## src/design/pjw_pkg.sv

```systemverilog
`default_nettype none

package pjw_pkg;

    localparam int HASH_W   = 28;
    localparam int BUCKET_W = 32;
    localparam int BYTE_W   = 8;
    localparam int STEP_W   = 4;

    // Configuration register indexes.
    localparam logic [0:0] REG_BUCKET_COUNT = 1'd0;
    localparam logic [0:0] REG_SIGNED_BYTES = 1'd1;

    typedef enum logic [1:0] {
        DIV_IDLE,
        DIV_RUN,
        DIV_DONE
    } div_state_t;

    // Job handed from the byte front end to the remainder unit.
    typedef struct packed {
        logic                start;
        logic [HASH_W-1:0]   dividend;
        logic [BUCKET_W-1:0] divisor;
    } div_req_t;

    // One PJW step: shift by a nibble, add the extended byte, fold the top nibble
    // into bits 7..4 and clear it. The running hash never holds bits 31..28.
    function automatic logic [HASH_W-1:0] pjw_fold(
        input logic [HASH_W-1:0] h,
        input logic [BYTE_W-1:0] b,
        input logic              sgn
    );
        logic [31:0] ext;
        logic [31:0] sum;
        logic [3:0]  top;
        ext = {{(32-BYTE_W){sgn & b[BYTE_W-1]}}, b};
        sum = {h, {STEP_W{1'b0}}} + ext;
        top = sum[31:28];
        return {sum[27:8], sum[7:4] ^ top, sum[3:0]};
    endfunction

endpackage

`default_nettype wire

```

## src/design/pjw_key_hash_bucket_index.sv

```systemverilog
// PJW key hash with bucket index.
// Key bytes arrive on the s_ stream, one byte per beat, with s_tlast on the final
// byte of each key. Bytes that are not final are folded into the running hash
// at one beat per cycle while the remainder unit is idle. The final byte starts a
// bit-serial remainder unit that reduces the 28-bit hash modulo bucket_count,
// one hash bit per cycle. s_tready stays low while that unit works, so no byte of
// a new key is taken until the last result has moved to the output register, after
// the 28 remainder steps and a handoff state, DONE, that waits for room there.
// The m_ beat carries the raw hash and the bucket index. It sits in an output
// register, so while the receiver stalls the front end keeps taking the next
// key; only the handoff of the following result waits for m_tready.
// A bucket_count of zero gives the hash itself as the index.
// Registers are written through cfg_wr_* by the user only while no key is in flight;
// the block does not enforce it. Reset (aresetn low, synchronous) clears the
// running hash and the result stream, and sets bucket_count to 1 and signed_bytes to 1.
`default_nettype none

module pjw_key_hash_bucket_index
    import pjw_pkg::*;
(
    input  wire logic                aclk,
    input  wire logic                aresetn,
    input  wire logic                s_tvalid,
    output logic                     s_tready,
    input  wire logic [7:0]          s_tdata,   // [7:0] key_byte
    input  wire logic                s_tlast,   // last_byte
    output logic                     m_tvalid,
    input  wire logic                m_tready,
    output logic [63:0]              m_tdata,   // [27:0] hash_value, [59:28] bucket_index
    input  wire logic                cfg_wr_en,
    input  wire logic [0:0]          cfg_wr_index,
    input  wire logic [31:0]         cfg_wr_data
);

    logic [BUCKET_W-1:0] bucket_count_reg, bucket_count_next;
    logic                signed_bytes_reg, signed_bytes_next;
    logic [HASH_W-1:0]   hash_reg, hash_next;
    logic [HASH_W-1:0]   folded;
    logic                s_beat;
    logic                div_ready;
    div_req_t            div_req;
    logic [HASH_W-1:0]   out_hash;
    logic [BUCKET_W-1:0] out_index;

    always_comb begin
        bucket_count_next = bucket_count_reg;
        signed_bytes_next = signed_bytes_reg;
        if (cfg_wr_en) begin
            case (cfg_wr_index)
                REG_BUCKET_COUNT: bucket_count_next = cfg_wr_data;
                REG_SIGNED_BYTES: signed_bytes_next = cfg_wr_data[0];
                default: ;
            endcase
        end
    end

    assign s_tready = div_ready;
    assign s_beat   = s_tvalid && s_tready;
    assign folded   = pjw_fold(hash_reg, s_tdata, signed_bytes_reg);

    always_comb begin
        hash_next = hash_reg;
        if (s_beat) begin
            hash_next = s_tlast ? '0 : folded;
        end
    end

    assign div_req.start    = s_beat && s_tlast;
    assign div_req.dividend = folded;
    assign div_req.divisor  = bucket_count_reg;

    always_ff @(posedge aclk) begin
        if (!aresetn) begin
            bucket_count_reg <= BUCKET_W'(1);
            signed_bytes_reg <= 1'b1;
            hash_reg         <= '0;
        end else begin
            bucket_count_reg <= bucket_count_next;
            signed_bytes_reg <= signed_bytes_next;
            hash_reg         <= hash_next;
        end
    end

    pjw_div u_div (
        .aclk      (aclk),
        .aresetn   (aresetn),
        .req       (div_req),
        .ready     (div_ready),
        .out_valid (m_tvalid),
        .out_ready (m_tready),
        .out_hash  (out_hash),
        .out_index (out_index)
    );

    assign m_tdata = {4'b0000, out_index, out_hash};

endmodule

`default_nettype wire

```

## src/design/pjw_div.sv

```systemverilog
`default_nettype none

module pjw_div
    import pjw_pkg::*;
(
    input  wire logic                aclk,
    input  wire logic                aresetn,
    input  wire div_req_t            req,
    output logic                     ready,
    output logic                     out_valid,
    input  wire logic                out_ready,
    output logic [HASH_W-1:0]        out_hash,
    output logic [BUCKET_W-1:0]      out_index
);

    localparam int CNT_W = $clog2(HASH_W);
    localparam logic [CNT_W-1:0] CNT_LAST = CNT_W'(HASH_W - 1);

    div_state_t          state_reg, state_next;
    logic [CNT_W-1:0]    cnt_reg, cnt_next;
    logic [HASH_W-1:0]   dvd_reg, dvd_next;
    logic [HASH_W-1:0]   hash_reg, hash_next;
    logic [BUCKET_W-1:0] dsr_reg, dsr_next;
    logic [BUCKET_W-1:0] rem_reg, rem_next;
    logic                out_valid_reg, out_valid_next;
    logic [HASH_W-1:0]   out_hash_reg, out_hash_next;
    logic [BUCKET_W-1:0] out_index_reg, out_index_next;

    logic                step_en;
    logic                load_out;
    logic [BUCKET_W:0]   trial;
    logic [BUCKET_W:0]   diff;

    always_comb begin
        state_next = state_reg;
        case (state_reg)
            DIV_IDLE: begin
                if (req.start) begin
                    state_next = DIV_RUN;
                end
            end
            DIV_RUN: begin
                if (cnt_reg == CNT_LAST) begin
                    state_next = DIV_DONE;
                end
            end
            DIV_DONE: begin
                if (!out_valid_reg || out_ready) begin
                    state_next = DIV_IDLE;
                end
            end
            default: state_next = DIV_IDLE;
        endcase
    end

    always_comb begin
        ready    = 1'b0;
        step_en  = 1'b0;
        load_out = 1'b0;
        case (state_reg)
            DIV_IDLE: ready    = 1'b1;
            DIV_RUN:  step_en  = 1'b1;
            DIV_DONE: load_out = !out_valid_reg || out_ready;
            default: ready    = 1'b0;
        endcase
    end

    // Restoring division, one dividend bit per cycle. A zero divisor never
    // subtracts anything, so the remainder ends equal to the dividend.
    assign trial = {rem_reg, dvd_reg[HASH_W-1]};
    assign diff  = trial - {1'b0, dsr_reg};

    always_comb begin
        cnt_next  = cnt_reg;
        dvd_next  = dvd_reg;
        hash_next = hash_reg;
        dsr_next  = dsr_reg;
        rem_next  = rem_reg;
        if (ready && req.start) begin
            cnt_next  = '0;
            dvd_next  = req.dividend;
            hash_next = req.dividend;
            dsr_next  = req.divisor;
            rem_next  = '0;
        end else if (step_en) begin
            cnt_next = cnt_reg + CNT_W'(1);
            dvd_next = {dvd_reg[HASH_W-2:0], 1'b0};
            if (!diff[BUCKET_W]) begin
                rem_next = diff[BUCKET_W-1:0];
            end else begin
                rem_next = trial[BUCKET_W-1:0];
            end
        end
    end

    always_comb begin
        out_hash_next  = out_hash_reg;
        out_index_next = out_index_reg;
        out_valid_next = out_valid_reg && !out_ready;
        if (load_out) begin
            out_hash_next  = hash_reg;
            out_index_next = rem_reg;
            out_valid_next = 1'b1;
        end
    end

    always_ff @(posedge aclk) begin
        if (!aresetn) begin
            state_reg     <= DIV_IDLE;
            out_valid_reg <= 1'b0;
            cnt_reg       <= '0;
        end else begin
            state_reg     <= state_next;
            out_valid_reg <= out_valid_next;
            cnt_reg       <= cnt_next;
        end
    end

    always_ff @(posedge aclk) begin
        dvd_reg       <= dvd_next;
        hash_reg      <= hash_next;
        dsr_reg       <= dsr_next;
        rem_reg       <= rem_next;
        out_hash_reg  <= out_hash_next;
        out_index_reg <= out_index_next;
    end

    assign out_valid = out_valid_reg;
    assign out_hash  = out_hash_reg;
    assign out_index = out_index_reg;

endmodule

`default_nettype wire

```

## config.mk

```make
export PLATFORM = sky130hd
export DESIGN_NAME = pjw_key_hash_bucket_index
export DESIGN_NICKNAME = d
export VERILOG_FILES = /design/src/design/pjw_pkg.sv /design/src/design/pjw_key_hash_bucket_index.sv /design/src/design/pjw_div.sv
export SDC_FILE = /design/constraint.sdc
export NUM_CORES = 1
export LEC_CHECK = 0
export ABC_AREA = 1
export BUFFER_PORTS_ARGS = -buffer_cell sky130_fd_sc_hd__buf_2
export CAP_MARGIN = 20
export CORE_MARGIN = 10
export CORE_UTILIZATION = 50
export CTS_CLUSTER_DIAMETER = 120
export DETAILED_ROUTE_END_ITERATION = 12
export PLACE_DENSITY = 0.76
export RECOVER_POWER = 25
export SLEW_MARGIN = 20
export SYNTH_ARGS = -nofsm -noshare
export SYNTH_HDL_FRONTEND = slang
export SYNTH_SLANG_ARGS = --single-unit
```

## constraint.sdc

```tcl
create_clock -name aclk -period 5.39 [get_ports aclk]
set_clock_uncertainty 0.1 [all_clocks]
set_input_delay 1.078 -clock aclk [delete_from_list [all_inputs] [get_ports aclk]]
set_output_delay 1.078 -clock aclk [all_outputs]
set_load 0.005 [all_outputs]
```

==> qor.yml <==
report.final.hold_viol_count: 0
chipWidth_um: 183
grt_start_max_net_pins: 74
synth_edf_count: 148
synthesis.area_per_instance_um2: 7.82
post_synth_inst_count: 1696
proportion_of_layout_cells_with_a_drive_suffix_above_1: 0.124
overflow: 0
post_cts_hold_buffer_count: 0
timing.setup.tns_ns: 0
worst_hold_slack_ns: 0.310
cts-root-buf: "sky130_fd_sc_hd__clkbuf_16"
finalPower_w: 0.00630
detail_route.drc_violations: 0
timing.final.max_slew_violations: 19
cp_max_fo: 34
holdCritStartpoint: "bucket_count_reg[19]"
hold_class: "reg2reg"
floorplan.initialDensity: 0.509
max_cap_violations: 1
num_antenna_cells: 0
cts_buffer_depth: 3
design.final.nets: 1886
path_clk_slew_ns: 0.06
drt_pass1_iterations: 5
timing_worst_setup_path_type: "reg2reg"
post-synth-top-area-fraction: 0.335
critical-path-slowest-cell: "sky130_fd_sc_hd__nand2_2"
ir_worst_vdd_v: 0.000633
cts_tree: "built"
area_growth_from_synthesis_to_layout_pct: 12.5
gp_routability_congestion: 0.935
rows: 59
post_syn_area_um2: 13300
post-dp-hpwl_um: 26900
floorplan.die_area_um2: 33400
cellLeakagePower_nw: 6.90
io_port_bufs: 108
globalRouteTotalUtil: 0.207
wl_per_cell_um: 16.4
share_of_synthesized_registers_carrying_an_async_set_or_reset: 0
ys_types: 45
violations: "capacitance limit, slew limit"
drt-initial-drc-count: 691
count_of_cells_resized_by_post_cts_repair: 0
boundaryPins: 113
status: "finished with violations"
clock_sink_count: 249
rr_startpoint: "u_div.dvd_reg[27]"
final.fill_count: 2454
rsz0062_at_grt: "false"
finalWirelength_um: 35300
synth.cells.most_frequent: "545 x sky130_fd_sc_hd__nand2_1, 213 x sky130_fd_sc_hd__inv_1, 169 x sky130_fd_sc_hd__nor2_1"
grt_first_pass_wirelength_um: 56600
final_min_period_over_clock_period: 0.607
report.final.setup_viol: 0
ant_nets: 0
critical_path.cell_chain: "inv_1 -> ha_1 -> inv_1 -> fa_1 -> nand3_1 -> nand2_1 -> nand2_1 -> nand2_1 -> nand2_1 -> nand2_1 -> nand2_1 -> nand3_1 -> nand2_2 -> nand3_1 -> nand3_1 -> nand2_1"
max-slew-margin-rel: -0.237
fmax_mhz: 306
pwr_density_cell_nw_per_um2: 423
fp.coreArea_um2: 26100
worstPathArrival_ns: 3.59
cpMostUsedCell: "sky130_fd_sc_hd__nand2_1"
tightestPinTransition_ns: 1.85
synth.most_common_cell: "sky130_fd_sc_hd__nand2_1"
endpoint_kind: "register"
post-cts-setup-buffer-count: 0
worstSkewPairLatency_ns: 0.54
detailed_route_via_count: 11100
synth_warnings: 0
cp.required_ns: 5.71
antenna_found_initial: 0
fp.dieH_um: 183
htreeDepth: 1
worst_setup_path_start_kind: "register"
yosys_register_bits: 249
synth_sequential_area_ratio: 0.488
post-synth-top-area-cell: "sky130_fd_sc_hd__edfxtp_1"
cp_slowest_stage_delay_ns: 0.59
cts-buffers-inserted: 27
worst_setup_path_startpoint: "u_div.dvd_reg[27]"
via_cell_ratio: 5.14
post_synth_main_area_contributors: "sky130_fd_sc_hd__edfxtp_1 34%, sky130_fd_sc_hd__nand2_1 15%, sky130_fd_sc_hd__dfxtp_1 15%"
first_global_vias: 11000
synth-main-ff-cell: "sky130_fd_sc_hd__edfxtp_1"
final.min_clock_period_ns: 3.27
final cells by class:
type | count | area (um2) | share of cell area
Inverter | 227 | 852 | 0.0572
Multi-Input combinational cell | 1174 | 5680 | 0.381
Sequential cell | 249 | 6470 | 0.434
Tap cell | 335 | 419 | 0.0281
Timing Repair Buffer | 119 | 628 | 0.0421
Clock buffer | 40 | 774 | 0.0520
Clock inverter | 10 | 87.6 | 0.00588
worst paths after layout:
| check | end | slack (ns) | depth (start not counted) |
|---|---|---|---|
| setup reg to reg | u_div.rem_reg[25] | 2.12 | 16 |
| setup / recovery | u_div.rem_reg[25] | 2.12 | 16 |
| hold reg to reg | u_div.dsr_reg[19] | 0.31 | 0 |
| hold / removal | u_div.dsr_reg[19] | 0.31 | 0 |
logic make-up after synthesis:
| family | synth area share |
|---|---|
| simple gates | 0.294 |
| buf+inv | 0.0859 |
| flops | 0.488 |
| compound gates | 0.0688 |
| fa+ha+maj | 0.0398 |
| xor+xnor | 0.0234 |
| other cells | 0.000283 |
layout by cell type (no fill, tap or decap), drive strengths merged, types with 10 or more instances in the layout:
cell    synthesis  layout
a21oi          78      78
and2           10      10
buf            21     114
clkbuf         28      45
dfxtp         101     101
edfxtp        148     148
ha             39      39
inv           226     229
nand2         576     576
nand3         132     132
nand4          13      13
nor2          178     178
o21ai          82      82
xnor2          10      10
xor2           22      22
worst max-delay path, delay by kind of cell (launching register included):
family,cells,cell delay [ns]
fa+ha+maj,2,0.55
buf+inv,2,0.16
flops,1,0.39
simple gates,12,1.93
metal layers:
metal / up-vias / wire length [um] / global-route usage
li1: 5618 / - / -
met1: 5151 / 14800 / 0.243
met2: 250 / 18100 / 0.382
met3: 62 / 1440 / 0.0289
met4: 0 / 993 / 0.0665
met5: - / 0 / 0
stage by stage:
step / util / instance area (um2) / std cells / setup WS (ns)
3_3_place_gp: 0.538 / 14000 / 2102 / 1.95
2_1_floorplan: - / 13300 / 1699 / 1.16
3_5_place_dp: 0.539 / 14100 / 2104 / 1.89
5_1_grt: 0.572 / 14900 / 2154 / 1.83
6_report: 0.572 / 14900 / 2154 / 2.12
4_1_cts: 0.572 / 14900 / 2154 / 2.05
power by group:
part / internal [W] / switching [W] / total [W] / leakage [nW]
clock: 0.00104 / 0.000738 / 0.00178 / 0.421
combinational: 0.000682 / 0.00140 / 0.00208 / 4.27
sequential: 0.00226 / 0.000181 / 0.00244 / 2.22
Power figures use the tool's default switching activity.
